$ cat config.mk
export PLATFORM = sky130hd
export DESIGN_NAME = addressable_led_serial_encoder
export DESIGN_NICKNAME = d
export VERILOG_FILES = /design/src/hw/rtl/ales_pkg.sv /design/src/hw/rtl/ales_apb_regs.sv /design/src/hw/rtl/ales_in_reg.sv /design/src/hw/rtl/ales_core.sv /design/src/hw/rtl/ales_out_reg.sv /design/src/hw/rtl/addressable_led_serial_encoder.sv
export SDC_FILE = /design/constraint.sdc
export NUM_CORES = 1
export LEC_CHECK = 0
export BUFFER_PORTS_ARGS = -buffer_cell sky130_fd_sc_hd__buf_2
export CAP_MARGIN = 0
export CORE_MARGIN = 4
export CORE_UTILIZATION = 39
export CTS_CLUSTER_DIAMETER = 150
export CTS_CLUSTER_SIZE = 24
export DETAILED_ROUTE_END_ITERATION = 8
export GPL_TIMING_DRIVEN = 0
export PLACE_DENSITY = 0.57
export SLEW_MARGIN = 20
export SYNTH_ARGS = -nofsm -noshare
export SYNTH_HDL_FRONTEND = slang
export SYNTH_SLANG_ARGS = --single-unit
$ cat constraint.sdc
create_clock -name i_clk -period 5.6 [get_ports i_clk]
set_clock_uncertainty 0.2 [all_clocks]
set_input_delay 0.84 -clock i_clk [delete_from_list [all_inputs] [get_ports i_clk]]
set_output_delay 0.84 -clock i_clk [all_outputs]
set_load 0.005 [all_outputs]
$ cat src/hw/rtl/ales_pkg.sv
// Shared types and constants for the addressable LED serial encoder.
// No dependencies; every other file of the block imports this package.
package ales_pkg;

    // Bits shifted out per colour byte
    localparam logic [3:0] BITS_PER_BYTE = 4'd8;

    // Configuration register indexes (byte address = 4 * index)
    localparam logic [1:0] REG_ZERO_HIGH  = 2'd0;
    localparam logic [1:0] REG_ONE_HIGH   = 2'd1;
    localparam logic [1:0] REG_BIT_PERIOD = 2'd2;
    localparam logic [1:0] REG_LATCH      = 2'd3;

    // Configuration reset values
    localparam logic [7:0]  RST_ZERO_HIGH  = 8'd5;
    localparam logic [7:0]  RST_ONE_HIGH   = 8'd13;
    localparam logic [7:0]  RST_BIT_PERIOD = 8'd20;
    localparam logic [15:0] RST_LATCH      = 16'd816;

    // Bus widths
    localparam int unsigned APB_ADDR_W = 4;
    localparam int unsigned APB_DATA_W = 32;

    // Timing configuration
    typedef struct packed {
        logic [7:0]  zero_high_ticks;
        logic [7:0]  one_high_ticks;
        logic [7:0]  bit_period_ticks;
        logic [15:0] latch_ticks;
    } t_cfg;

    // One input transaction
    typedef struct packed {
        logic       action;      // 0 = tick, 1 = offer a byte
        logic [7:0] data_byte;
        logic       frame_last;
    } t_item;

    // One result transaction
    typedef struct packed {
        logic busy_res;
        logic holding_free;
        logic byte_accepted;
        logic line_level;
    } t_result;

endpackage

$ cat src/hw/rtl/ales_apb_regs.sv
// APB register file holding the bit and latch timing of the encoder.
// Depends on ales_pkg for register indexes, reset values and t_cfg.
module ales_apb_regs (
    input  logic                           i_clk,
    input  logic                           i_rst_n,
    input  logic                           psel,
    input  logic                           penable,
    input  logic                           pwrite,
    input  logic [ales_pkg::APB_ADDR_W-1:0] paddr,
    input  logic [ales_pkg::APB_DATA_W-1:0] pwdata,
    output logic [ales_pkg::APB_DATA_W-1:0] prdata,
    output logic                           pready,
    output ales_pkg::t_cfg                 o_cfg
);
    import ales_pkg::*;

    t_cfg       r_cfg;
    logic       wr_en;
    logic [1:0] reg_idx;

    assign pready  = 1'b1;
    assign wr_en   = psel & penable & pwrite;
    assign reg_idx = paddr[3:2];

    // Write the addressed register in the access cycle
    always_ff @(posedge i_clk) begin
        if (!i_rst_n) begin
            r_cfg.zero_high_ticks  <= RST_ZERO_HIGH;
            r_cfg.one_high_ticks   <= RST_ONE_HIGH;
            r_cfg.bit_period_ticks <= RST_BIT_PERIOD;
            r_cfg.latch_ticks      <= RST_LATCH;
        end else if (wr_en) begin
            case (reg_idx)
                REG_ZERO_HIGH:  r_cfg.zero_high_ticks  <= pwdata[7:0];
                REG_ONE_HIGH:   r_cfg.one_high_ticks   <= pwdata[7:0];
                REG_BIT_PERIOD: r_cfg.bit_period_ticks <= pwdata[7:0];
                REG_LATCH:      r_cfg.latch_ticks      <= pwdata[15:0];
                default: ;
            endcase
        end
    end

    // Read back the addressed register
    always_comb begin
        case (reg_idx)
            REG_ZERO_HIGH:  prdata = {24'd0, r_cfg.zero_high_ticks};
            REG_ONE_HIGH:   prdata = {24'd0, r_cfg.one_high_ticks};
            REG_BIT_PERIOD: prdata = {24'd0, r_cfg.bit_period_ticks};
            REG_LATCH:      prdata = {16'd0, r_cfg.latch_ticks};
            default:        prdata = '0;
        endcase
    end

    assign o_cfg = r_cfg;

endmodule

$ cat src/hw/rtl/ales_in_reg.sv
// Input register: captures one transaction from the upstream stream side.
// Depends on ales_pkg for t_item.
module ales_in_reg (
    input  logic           i_clk,
    input  logic           i_rst_n,
    input  logic           i_valid,
    output logic           o_ready,
    input  ales_pkg::t_item i_item,
    input  logic           i_advance,
    output logic           o_valid,
    output ales_pkg::t_item o_item
);
    import ales_pkg::*;

    logic  r_valid;
    t_item r_item;

    // Take a new transaction when empty or when the held one moves on this cycle
    assign o_ready = ~r_valid | i_advance;

    always_ff @(posedge i_clk) begin
        if (!i_rst_n) begin
            r_valid <= 1'b0;
        end else if (o_ready) begin
            r_valid <= i_valid;
        end
    end

    // Payload needs no reset
    always_ff @(posedge i_clk) begin
        if (o_ready && i_valid) begin
            r_item <= i_item;
        end
    end

    assign o_valid = r_valid;
    assign o_item  = r_item;

endmodule

$ cat src/hw/rtl/ales_core.sv
// Encoder core: shifter, holding register, bit and latch timers, line level.
// Depends on ales_pkg for t_cfg, t_item, t_result and BITS_PER_BYTE.
module ales_core (
    input  logic             i_clk,
    input  logic             i_rst_n,
    input  logic             i_fire,
    input  ales_pkg::t_item   i_item,
    input  ales_pkg::t_cfg    i_cfg,
    output ales_pkg::t_result o_result
);
    import ales_pkg::*;

    typedef enum logic [1:0] {
        PH_IDLE  = 2'd0,
        PH_SEND  = 2'd1,
        PH_LATCH = 2'd2
    } t_phase;

    t_phase      r_phase,       n_phase;
    logic [7:0]  r_shift_byte,  n_shift_byte;
    logic        r_shift_last,  n_shift_last;
    logic [3:0]  r_bits_left,   n_bits_left;
    logic [7:0]  r_tick_in_bit, n_tick_in_bit;
    logic [15:0] r_latch_count, n_latch_count;
    logic [7:0]  r_hold_byte,   n_hold_byte;
    logic        r_hold_last,   n_hold_last;
    logic        r_hold_full,   n_hold_full;
    logic        r_line_out,    n_line_out;
    logic        accepted;
    logic [7:0]  high_ticks;
    logic [7:0]  tick_inc;
    logic [15:0] latch_inc;

    // Work out the state after one transaction
    always_comb begin
        n_phase       = r_phase;
        n_shift_byte  = r_shift_byte;
        n_shift_last  = r_shift_last;
        n_bits_left   = r_bits_left;
        n_tick_in_bit = r_tick_in_bit;
        n_latch_count = r_latch_count;
        n_hold_byte   = r_hold_byte;
        n_hold_last   = r_hold_last;
        n_hold_full   = r_hold_full;
        n_line_out    = r_line_out;
        accepted      = 1'b0;
        high_ticks    = '0;
        tick_inc      = '0;
        latch_inc     = '0;

        if (i_item.action) begin
            // Offer: fill the holding register if it is empty
            if (!r_hold_full) begin
                n_hold_byte = i_item.data_byte;
                n_hold_last = i_item.frame_last;
                n_hold_full = 1'b1;
                accepted    = 1'b1;
            end
        end else begin
            // Tick: start a byte when idle with one waiting
            if (r_phase == PH_IDLE && r_hold_full) begin
                n_shift_byte  = r_hold_byte;
                n_shift_last  = r_hold_last;
                n_hold_full   = 1'b0;
                n_bits_left   = BITS_PER_BYTE;
                n_tick_in_bit = '0;
                n_phase       = PH_SEND;
            end

            n_line_out = 1'b0;
            case (n_phase)
                PH_SEND: begin
                    high_ticks = n_shift_byte[7] ? i_cfg.one_high_ticks
                                                 : i_cfg.zero_high_ticks;
                    n_line_out = (n_tick_in_bit < high_ticks);
                    tick_inc   = n_tick_in_bit + 8'd1;
                    if (tick_inc >= i_cfg.bit_period_ticks || tick_inc == 8'd0) begin
                        // End of bit: advance the shifter
                        n_tick_in_bit = '0;
                        n_shift_byte  = {n_shift_byte[6:0], 1'b0};
                        n_bits_left   = n_bits_left - 4'd1;
                        if (n_bits_left == 4'd0) begin
                            if (n_shift_last) begin
                                n_phase       = PH_LATCH;
                                n_latch_count = '0;
                            end else if (n_hold_full) begin
                                // Refill from the holding register without a gap
                                n_shift_byte  = r_hold_byte;
                                n_shift_last  = r_hold_last;
                                n_hold_full   = 1'b0;
                                n_bits_left   = BITS_PER_BYTE;
                                n_phase       = PH_SEND;
                            end else begin
                                n_phase = PH_IDLE;
                            end
                        end
                    end else begin
                        n_tick_in_bit = tick_inc;
                    end
                end
                PH_LATCH: begin
                    latch_inc = r_latch_count + 16'd1;
                    if (latch_inc >= i_cfg.latch_ticks || latch_inc == 16'd0) begin
                        n_latch_count = '0;
                        n_phase       = PH_IDLE;
                    end else begin
                        n_latch_count = latch_inc;
                    end
                end
                default: n_phase = PH_IDLE;
            endcase
        end
    end

    // Hold encoder state; advance once per processed transaction
    always_ff @(posedge i_clk) begin
        if (!i_rst_n) begin
            r_phase       <= PH_IDLE;
            r_shift_byte  <= '0;
            r_shift_last  <= 1'b0;
            r_bits_left   <= '0;
            r_tick_in_bit <= '0;
            r_latch_count <= '0;
            r_hold_last   <= 1'b0;
            r_hold_full   <= 1'b0;
            r_line_out    <= 1'b0;
        end else if (i_fire) begin
            r_phase       <= n_phase;
            r_shift_byte  <= n_shift_byte;
            r_shift_last  <= n_shift_last;
            r_bits_left   <= n_bits_left;
            r_tick_in_bit <= n_tick_in_bit;
            r_latch_count <= n_latch_count;
            r_hold_last   <= n_hold_last;
            r_hold_full   <= n_hold_full;
            r_line_out    <= n_line_out;
        end
    end

    // Holding byte is only read while full, so it needs no reset
    always_ff @(posedge i_clk) begin
        if (i_fire) begin
            r_hold_byte <= n_hold_byte;
        end
    end

    assign o_result.line_level    = n_line_out;
    assign o_result.byte_accepted = accepted;
    assign o_result.holding_free  = ~n_hold_full;
    assign o_result.busy_res      = (n_phase != PH_IDLE);

endmodule

$ cat src/hw/rtl/ales_out_reg.sv
// Result register: holds one result transaction for the downstream side.
// Depends on ales_pkg for t_result.
module ales_out_reg (
    input  logic             i_clk,
    input  logic             i_rst_n,
    input  logic             i_valid,
    input  ales_pkg::t_result i_result,
    output logic             o_advance,
    output logic             o_valid,
    input  logic             i_ready,
    output ales_pkg::t_result o_result
);
    import ales_pkg::*;

    logic    r_valid;
    t_result r_result;

    // Move on when empty or when the held result is taken
    assign o_advance = ~r_valid | i_ready;

    always_ff @(posedge i_clk) begin
        if (!i_rst_n) begin
            r_valid <= 1'b0;
        end else if (o_advance) begin
            r_valid <= i_valid;
        end
    end

    always_ff @(posedge i_clk) begin
        if (o_advance && i_valid) begin
            r_result <= i_result;
        end
    end

    assign o_valid  = r_valid;
    assign o_result = r_result;

endmodule

$ cat src/hw/rtl/addressable_led_serial_encoder.sv
// Channel   | Direction | Handshake               | Carries
// s_axis    | in        | tvalid/tready           | tdata=data_byte, tlast=frame_last, tuser=action
// m_axis    | out       | tvalid/tready           | tdata=line, accepted, free, busy
// apb       | in        | psel/penable, pready=1  | four timing registers at 0x0..0xC
//
// One transaction per clock unless m_axis stalls: input register, one pass of encoder
// logic, result register. A result is offered on m_axis once its input transaction has
// passed the input register and then the result register.
// Reset is synchronous, active low; the registers take their default timing.
// A stall on m_axis holds the result register and then the input register,
// and s_axis tready drops only while both stages are full.
//
// Top level of the addressable LED serial encoder.
// Depends on ales_pkg, ales_apb_regs, ales_in_reg, ales_core and ales_out_reg.
module addressable_led_serial_encoder (
    input  logic                            i_clk,
    input  logic                            i_rst_n,
    // APB configuration port
    input  logic                            psel,
    input  logic                            penable,
    input  logic                            pwrite,
    input  logic [ales_pkg::APB_ADDR_W-1:0] paddr,
    input  logic [ales_pkg::APB_DATA_W-1:0] pwdata,
    output logic [ales_pkg::APB_DATA_W-1:0] prdata,
    output logic                            pready,
    // Input stream
    input  logic                            i_s_axis_tvalid,
    output logic                            o_s_axis_tready,
    input  logic [7:0]                      i_s_axis_tdata,  // [7:0] data_byte
    input  logic                            i_s_axis_tlast,  // frame_last
    input  logic                            i_s_axis_tuser,  // [0] action
    // Result stream
    output logic                            o_m_axis_tvalid,
    input  logic                            i_m_axis_tready,
    // [0] line_level, [1] byte_accepted, [2] holding_free, [3] busy_res, [7:4] zero
    output logic [7:0]                      o_m_axis_tdata
);
    import ales_pkg::*;

    t_cfg    cfg;
    t_item   in_item;
    t_item   held_item;
    t_result core_result;
    t_result out_result;
    logic    held_valid;
    logic    advance;
    logic    fire;

    assign in_item.action     = i_s_axis_tuser;
    assign in_item.data_byte  = i_s_axis_tdata;
    assign in_item.frame_last = i_s_axis_tlast;

    ales_apb_regs u_regs (
        .i_clk   (i_clk),
        .i_rst_n (i_rst_n),
        .psel    (psel),
        .penable (penable),
        .pwrite  (pwrite),
        .paddr   (paddr),
        .pwdata  (pwdata),
        .prdata  (prdata),
        .pready  (pready),
        .o_cfg   (cfg)
    );

    ales_in_reg u_in (
        .i_clk     (i_clk),
        .i_rst_n   (i_rst_n),
        .i_valid   (i_s_axis_tvalid),
        .o_ready   (o_s_axis_tready),
        .i_item    (in_item),
        .i_advance (advance),
        .o_valid   (held_valid),
        .o_item    (held_item)
    );

    // Process the held transaction when the result register can take it
    assign fire = held_valid & advance;

    ales_core u_core (
        .i_clk    (i_clk),
        .i_rst_n  (i_rst_n),
        .i_fire   (fire),
        .i_item   (held_item),
        .i_cfg    (cfg),
        .o_result (core_result)
    );

    ales_out_reg u_out (
        .i_clk     (i_clk),
        .i_rst_n   (i_rst_n),
        .i_valid   (held_valid),
        .i_result  (core_result),
        .o_advance (advance),
        .o_valid   (o_m_axis_tvalid),
        .i_ready   (i_m_axis_tready),
        .o_result  (out_result)
    );

    assign o_m_axis_tdata = {4'd0, out_result};

endmodule

# [Word level (Yosys, flattened, before mapping)]
# Index checks and enable logic that the tools add are counted.
[op_classes] addsub=3 n_lt_le_gt_ge=3 n_eq_ne=8 mux=51 n_bitwise=10 n_reduce_logical=19
[op_table] op="$pmux W32 S4" count=1
[op_table] op="$mux W8" count=12
[op_table] op="$mux W16" count=4
[op_table] op="$pmux W16 S2" count=1
[op_table] op="$mux W4" count=7
[op_table] op="$mux W1" count=18
[op_table] op="$add A16 B1 Y16 const B" count=1
[op_table] op="$ge A16 B16 Y1" count=1
[op_table] op="$logic_not A16 Y1" count=1
[op_table] op="$mux W2" count=7
[op_table] op="$reduce_and A2 Y1" count=5
[op_table] op="$add A8 B1 Y8 const B" count=1
[op_table] op="$ge A8 B8 Y1" count=1
[op_table] op="$logic_not A8 Y1" count=1
[op_table] op="$lt A8 B8 Y1" count=1
[op_table] op="$eq A2 B2 Y1 const B" count=3
[op_table] op="$ne A2 B1 Y1 const B" count=3
[op_table] op="$reduce_and A6 Y1" count=1
[op_table] op="$not A1 Y1" count=5
[op_table] op="$eq A2 B1 Y1 const B" count=2
[op_table] op="$logic_not A2 Y1" count=2
[op_table] op="$logic_not A4 Y1" count=1
[op_table] op="$pmux W2 S2" count=1
[op_table] op="$reduce_bool A2 Y1" count=2
[op_table] op="6 further kinds" count=12
[word_totals] regBits=106 in_bits=53 out_inout_bits=43

# [Logic depth before layout (Yosys ltp)]
# Gate-level depths: netlist of run 1.
[logic_depth] depth_word=11 depth_mapped=21 depth_no_buf=16

# [By module]
# From an unflattened synthesis of run 1, not the netlist that was laid out.
[unflattened] hier_cells=702 area_unflattened_um2=6537.5
[by_module_without_submodules] mod="ales_core" instances=1 cells_per_inst=476 area_each_um2=4002.6
[by_module_without_submodules] mod="ales_apb_regs" instances=1 cells_per_inst=196 area_each_um2=1959.4
[by_module_without_submodules] mod="ales_in_reg" instances=1 cells_per_inst=15 area_each_um2=357.8
[by_module_without_submodules] mod="ales_out_reg" instances=1 cells_per_inst=9 area_each_um2=177.7
[by_module_without_submodules] mod="addressable_led_serial_encoder" instances=1 cells_per_inst=6 area_each_um2=40.0

# [Worst setup path before layout of run 1]
# Ideal clock, no wire load.
[synth_path] kind="reg2reg" start="register u_core.r_hold_full" end="register u_core.r_latch_count[0]" setup_time_ns=0.061 t_arrival_ns=3.818 required_time_ns=5.339 path_slack_ns=1.521 path_stages_with_launch=19 n_path_buf=4 period_less_slack_ns=4.079 path_cell_list="dfxtp_1 -> buf_2 -> or3b_1 -> clkbuf_1 -> clkbuf_1 -> clkbuf_1 -> and2_1 -> ha_1 -> inv_1 -> nor2_1 -> xnor2_1 -> nor2_1 -> ha_1 -> a211o_1 -> a21oi_1 -> o21ai_0 -> and4bb_2 -> nor4_2 -> mux2_2"
[synth_between] elab_chain_len=8
[synth_lines] element="start, declared" line="ales_core.sv:27" text="logic r_hold_full, n_hold_full;"
[synth_lines] element="start signal, assigned" line="ales_core.sv:135" text="r_hold_full <= n_hold_full;"
[synth_lines] element="$logic_and A1 B1 Y1 (*)" line="ales_core.sv:61" text="if (r_phase == PH_IDLE && r_hold_full) begin"
[synth_lines] element="$mux W8" line="ales_core.sv:61"
[synth_lines] element="$mux W8" line="ales_core.sv:51" text="if (i_item.action) begin"
[synth_lines] element="$add A8 B1 Y8" line="ales_core.sv:76" text="tick_inc = n_tick_in_bit + 8'd1;"
[synth_lines] element="$ge A8 B8 Y1 / $logic_not A8 Y1 (equally long branches)" line="ales_core.sv:77" text="if (tick_inc >= i_cfg.bit_period_ticks || tick_inc == 8'd0) begin"
[synth_lines] element="$logic_or A1 B1 Y1" line="ales_core.sv:77"
[synth_lines] element="$ne A2 B1 Y1 (no line)"
[synth_lines] element="$reduce_and A6 Y1 (no line)"
[synth_lines] element="end signal, assigned" line="ales_core.sv:133" text="r_latch_count <= n_latch_count;"
[synth_lines] element="end, declared" line="ales_core.sv:24" text="logic [15:0] r_latch_count, n_latch_count;"
# Every way passes the cells marked *; elsewhere a longest branch is shown, timed or not. The select of a mux whose other input is x is not followed.
# A chain may end at the register's enable or synchronous reset.

# [Worst setup path in the final report of run 1]
[layout_path] start="register u_core.r_hold_full" end="register u_core.r_latch_count[10]"
# Same word-level chain as after synthesis.

==> impl_metrics.env, run 1 <==
export IMPL_status="finished, final reports clean"
export IMPL_yosysSeqAreaShare_pct=36.36
export IMPL_path_buf_inv=5
export IMPL_hold_depth=0
export IMPL_synth_warnings=0
export IMPL_cts_resized_gates=0
export IMPL_overflow=0
export IMPL_cts_buffers=9
export IMPL_ios=96
export IMPL_clockPowerShare_pct=38.8
export IMPL_die_x_um=136.5
export IMPL_vias=5561
export IMPL_leakage_uw=0.002997
export IMPL_cts_tree="built"
export IMPL_rows=46
export IMPL_p_seq_share_pct=50.9
export IMPL_rsz0062_at_grt="no"
export IMPL_dp_hpwl_mm=12.82
export IMPL_crit_required_ns=5.70
export IMPL_final_nets=909
export IMPL_rr_endpoint="u_core.r_latch_count[10]"
export IMPL_max_vdd_ir_drop_mv=0.1520
export IMPL_reg2reg_depth=19
export IMPL_cpMaxStageDelayCell="nor3_2"
export IMPL_drt_iter0_markers=442
export IMPL_hold_violations=0
export IMPL_power_internal_uw=1167
export IMPL_synth_edf_count=22
export IMPL_hold_start="u_in.o_item[8]"
export IMPL_ant_nets=0
export IMPL_drive_gt1_share_pct=17.23
export IMPL_area_growth_pct=14.26
export IMPL_cp_arrival_ns=5.28
export IMPL_ys_async_sr_fraction_pct=0
export IMPL_root_buffer="clkbuf_16"
export IMPL_viasPerCell=5.347
export IMPL_syn_inst=732
export IMPL_register_area_sq_um=2342
export IMPL_coreArea_sq_um=16060
export IMPL_synthFlopType="dfxtp_1"
export IMPL_drc=0
export IMPL_multiInputGateArea_sq_um=3730
export IMPL_critPathLaunchType="flip-flop"
export IMPL_hp_class="flip-flop to flip-flop"
export IMPL_slew_violations=0
export IMPL_endpoint_kind="flip-flop"
export IMPL_antenna_found_initial=0
export IMPL_htree_levels=3
export IMPL_final_common_cell="nand2_1"
export IMPL_fmax_mhz=193.0
export IMPL_cts_hold_buf=0
export IMPL_drtPass1Iterations=5
export IMPL_fill_cells=1580
export IMPL_port_buffers=56
export IMPL_setup_slack_ns=0.4186
export IMPL_numClockSinks=106
export IMPL_r2r_start="u_core.r_hold_full"
export IMPL_max_stage_delay_ns=0.51
export IMPL_switching_power_uw=418.6
export IMPL_powerDensity_nw_per_um2=215.4
export IMPL_worst_pin_slew_ns=1.088
export IMPL_clk_pin_slew_ns=0.08
export IMPL_place_worst_setup_slack_ns=0.4802
export IMPL_grt_start_max_net_pins=19
export IMPL_fin_total_pwr_uw=1586
export IMPL_switching_share_pct=26.40
export IMPL_finalCritPeriodShare_pct=92.53
export IMPL_cp_top_family="simple AND/OR/NAND/NOR gates"
export IMPL_hold_end="u_core.r_hold_byte[7]"
export IMPL_ys_types=76
export IMPL_grt_pass1_vias=5231
export IMPL_wl_per_cell_um=16.10
export IMPL_grt_use_total_pct=18.53
export IMPL_post_route_util_pct=45.83
export IMPL_crit_fanout=10
export IMPL_slew_headroom_pct=26.66
export IMPL_cap_violations=0
export IMPL_p_comb_share_pct=10.3
export IMPL_post_cts_buffers=0
export IMPL_syn_area_sq_um=6441
export IMPL_regToRegSetupSlack_ns=0.42
export IMPL_gp_congestion=0.8997
export IMPL_dieHeight_um=136.5
export IMPL_final_cell_mix="nand2_1 (86), dfxtp_1 (84), nor2_1 (69), buf_2 (64), a21oi_1 (47)"
export IMPL_start_util_pct=40.11
export IMPL_finalSetupViolCount=0
export IMPL_wirelength_mm=16.75
export IMPL_cts_buffer_depth=2
export IMPL_grt_pass1_wl_mm=27.39
export IMPL_avgSynthCellArea_sq_um=8.799
export IMPL_diodes=0
export IMPL_period_minus_slack_ns=5.181
export IMPL_crit_path_cell_trace="buf_2 > or3b_1 > clkbuf_1 > clkbuf_1 > clkbuf_1 > and2_1 > ha_1 > inv_1 > nor2_1 > xnor2_1 > nor2_1 > ha_1 > a211o_1 > a21oi_1 > o21ai_0 > and4bb_2 > nor3_2 > mux2_2 > nor2_1"
export IMPL_clock_latency_ns=0.36
export IMPL_setup_tns_ns=0
export IMPL_dieArea_sq_um=18640
export IMPL_yosys_register_bits=106
export IMPL_worst_setup_path_type="flip-flop to flip-flop"
[per-stage QoR]
stage	area, sq um	hold slack [ns]	std cells
finish	7360	0.2205	1040
global placement	7063	0.2031	1023
detailed placement	7076	0.2045	1024
CTS	7351	0.2221	1040
floorplan	6513	0.2003	751
global route	7360	0.2393	1040
[cells in the mapped netlist (all sizes together) (16+ instances only)]
cell type | instances | area (sq um)
nand3 | 28 | 145.1
mux2i | 27 | 270.3
nand2 | 86 | 322.8
clkbuf | 29 | 110.1
edfxtp | 22 | 660.6
ha | 37 | 462.9
buf | 32 | 216.5
dfxtp | 84 | 1682
o21ai | 24 | 120.1
nor2 | 69 | 259.0
a21oi | 48 | 244.0
inv | 34 | 127.6
a211oi | 16 | 132.6
nor3 | 17 | 95.09
[power groups by stage]
stage,clock (uW),combinational [uW],sequential (uW)
after floorplan,0,106,821
after global placement,0,159,824
after detailed placement,0,162,824
after CTS,627,163,806
after global routing,664,181,809
final,615,164,806
[logic make-up (layout without fill, tap and decap cells)]
family | count (synthesis) | after routing | share of synthesized area, %
AND/OR/NAND/NOR | 274 | 274 | 21.25
flip-flops | 106 | 106 | 36.36
buffers and inverters | 95 | 168 | 7.051
multiplexers | 41 | 41 | 8.042
XOR/XNOR | 23 | 23 | 3.127
other | 2 | 21 | 0.1166
adder cells (fa/ha/maj) | 37 | 37 | 7.187
AO/OA/AOI/OAI | 154 | 154 | 16.86
[cell type report]
| class | instances | area share [%] |
|---|---|---|
| Buffer | 61 | 4.437 |
| Multi-Input combinational cell | 550 | 50.68 |
| Clock inverter | 6 | 0.6290 |
| Sequential cell | 106 | 31.83 |
| Tap cell | 216 | 3.672 |
| Clock buffer | 10 | 3.111 |
| Inverter | 34 | 1.734 |
| Timing Repair Buffer | 57 | 3.910 |
[worst max-delay path by stage]
stage                             from                        to  slack [ns]  cells after the start
CTS                 u_core.r_hold_full   u_core.r_latch_count[0]        0.42                     18
global placement    u_core.r_hold_full   u_core.r_latch_count[0]        0.50                     18
floorplan           u_core.r_hold_full   u_core.r_latch_count[0]        1.52                     18
finish              u_core.r_hold_full  u_core.r_latch_count[10]        0.42                     19
global route        u_core.r_hold_full  u_core.r_latch_count[15]       0.007                     20
detailed placement  u_core.r_hold_full   u_core.r_latch_count[0]        0.48                     18
[metal layers]
metal	GRT usage, %	up-vias	wire length [um]
met5	0	-	0
met4	4.647	0	233
met3	3.529	14	710
met2	29.24	144	7625
met1	26.15	2662	8178
li1	-	2741	-
[sequential cells by signal, indices dropped and copies added (netlist names), 2 cells and up]
signal,count
u_core.r_latch_count,16
u_core.r_phase,2
u_regs.o_cfg,40
u_in.o_item,10
u_core.r_bits_left,4
u_core.r_tick_in_bit,8
u_out.o_result,4
u_core.r_hold_byte,8
u_core.r_shift_byte,8
[worst register-to-register path: cells and delay by family, from the launching register on]
kind,cells,cell delay (ns)
flops,1,0.30
xor+xnor,1,0.13
simple gates,7,1.62
fa+ha+maj,2,0.48
buf+inv,5,1.37
compound gates,3,0.62
mux,1,0.40
Note: power is estimated with default switching activity, not from simulation.
==> run 2: changes to the inputs <==
--- a/config.mk
+++ b/config.mk
@@ -12,7 +12,6 @@
 export CTS_CLUSTER_DIAMETER = 150
 export CTS_CLUSTER_SIZE = 24
 export DETAILED_ROUTE_END_ITERATION = 8
-export GPL_TIMING_DRIVEN = 0
 export PLACE_DENSITY = 0.57
 export SLEW_MARGIN = 20
 export SYNTH_ARGS = -nofsm -noshare
==> constraint.sdc (replaced) <==
create_clock -name i_clk -period 6.7 [get_ports i_clk]
set_clock_uncertainty 0.2 [all_clocks]
set_input_delay 1.005 -clock i_clk [delete_from_list [all_inputs] [get_ports i_clk]]
set_output_delay 1.005 -clock i_clk [all_outputs]
set_load 0.005 [all_outputs]
==> run 2 against run 1 <==
Net effect: hold slack about the same; non-clock buffer count decreased by 55; first-iteration DRC count decreased by 27%; die area unchanged; via count decreased by 5.0%; critical path depth decreased by 4; clock power decreased by 13%; wire length decreased by 7.3%; total power decreased by 16%; register-to-register slack improved by 1.5 ns; largest power group unchanged; highest routed layer unchanged.
==> impl_metrics.env, run 2 (synthesized netlist as in run 1, its figures left out) <==
export IMPL_clk_pin_slew_ns=0.08
export IMPL_root_buffer="clkbuf_16"
export IMPL_hp_class="flip-flop to flip-flop"
export IMPL_coreArea_sq_um=16060
export IMPL_crit_fanout=23
export IMPL_powerDensity_nw_per_um2=187.0
export IMPL_final_cell_mix="nand2_1 (86), dfxtp_1 (84), nor2_1 (69), buf_2 (56), a21oi_1 (47)"
export IMPL_htree_levels=3
export IMPL_post_cts_buffers=0
export IMPL_grt_pass1_vias=4999
export IMPL_rows=46
export IMPL_dpl_cell_area_sq_um=6789
export IMPL_grt_use_total_pct=17.04
export IMPL_final_common_cell="nand2_1"
export IMPL_diodes=0
export IMPL_cap_violations=0
export IMPL_vias=5284
export IMPL_area_growth_pct=9.946
export IMPL_slew_violations=0
export IMPL_wirelength_mm=15.53
export IMPL_hold_violations=0
export IMPL_cts_buffers=9
export IMPL_status="finished, final reports clean"
export IMPL_cts_buffer_depth=2
export IMPL_numClockSinks=106
export IMPL_worst_setup_path_type="flip-flop to flip-flop"
export IMPL_endpoint_kind="flip-flop"
export IMPL_post_route_util_pct=44.10
export IMPL_cts_tree="built"
export IMPL_drtPass1Iterations=5
export IMPL_drc=0
export IMPL_ios=96
export IMPL_dieArea_sq_um=18640
export IMPL_grt_pass1_wl_mm=25.50
export IMPL_overflow=0
export IMPL_finalSetupViolCount=0
export IMPL_ant_nets=0
export IMPL_crit_required_ns=6.80
export IMPL_cp_arrival_ns=4.88
export IMPL_final_nets=854
export IMPL_leakage_uw=0.002829
export IMPL_gp_congestion=0.8587
export IMPL_drt_iter0_markers=323
export IMPL_start_util_pct=40.11
export IMPL_cts_resized_gates=0
export IMPL_viasPerCell=5.364
export IMPL_dp_hpwl_mm=11.33
export IMPL_worst_pin_slew_ns=0.9590
export IMPL_critPathLaunchType="flip-flop"
export IMPL_period_minus_slack_ns=4.780
export IMPL_setup_tns_ns=0
export IMPL_dieHeight_um=136.5
export IMPL_max_vdd_ir_drop_mv=0.1477
export IMPL_finalCritPeriodShare_pct=71.34
export IMPL_slew_headroom_pct=35.53
export IMPL_fmax_mhz=209.2
export IMPL_rsz0062_at_grt="no"
export IMPL_antenna_found_initial=0
export IMPL_grt_start_max_net_pins=58
export IMPL_clock_latency_ns=0.35
export IMPL_design_area_sq_um=7082
export IMPL_largest_reg_flops=40
export IMPL_die_x_um=136.5
export IMPL_fin_total_pwr_uw=1324
export IMPL_wl_per_cell_um=15.76
export IMPL_port_buffers=56
export IMPL_cts_hold_buf=0
export IMPL_drive_gt1_share_pct=15.34
## run 2: final cells by class
cell class                 count  area (sq um)
clock buffer                   9         225.2
clock inverter                 7         67.56
fill                        1599          8976
inverter                      34         127.6
multi-input combinational    550          3716
sequential                   106          2342
tap                          216         270.3
timing repair buffer          63         332.8
## run 2: path summary, 6_finish.rpt
kind,depth (start not counted),slack (ns),start,endpoint
min reg2reg,0,0.22,u_in.o_item[7],u_core.r_hold_byte[6]
min,0,0.22,u_in.o_item[7],u_core.r_hold_byte[6]
max reg2reg,15,1.92,u_core.r_phase[1],u_core.r_latch_count[0]
max,15,1.92,u_core.r_phase[1],u_core.r_latch_count[0]
## run 2: metal layers
metal,vias to the layer above,GRT usage (%),routed length [um]
li1,2638,-,-
met1,2501,24.18,7456
met2,122,26.29,6970
met3,23,2.904,740
met4,0,5.767,359
met5,-,0,0
## run 2: power by group
part | switching, uW | internal, uW | total [uW]
sequential | 12.0 | 667 | 679
clock | 269 | 262 | 532
combinational | 72.5 | 41.4 | 114
total | 354 | 970 | 1320
## run 2: worst max-delay path: stages (launching register included)
cell and delay, ns:
dfxtp_1 0.60, or3b_1 0.67, nand2_1 0.16, inv_1 0.13, ha_1 0.24, inv_1 0.11
nor2_1 0.14, xnor2_1 0.13, nor2_1 0.08, ha_1 0.21, a211o_1 0.30, a21oi_1 0.10
o21ai_0 0.22, and4bb_2 0.33, nor4_2 0.79, mux2_2 0.29
## run 2: metrics by stage
stage | hold WS, ns | instances | worst slack (ns)
finish | 0.2208 | 985 | 1.920
global route | 0.2270 | 985 | 1.429
CTS | 0.2241 | 985 | 1.949
detailed placement | 0.2045 | 969 | 2.000
global placement | 0.2036 | 969 | 2.006
floorplan | 0.2003 | 751 | 2.621
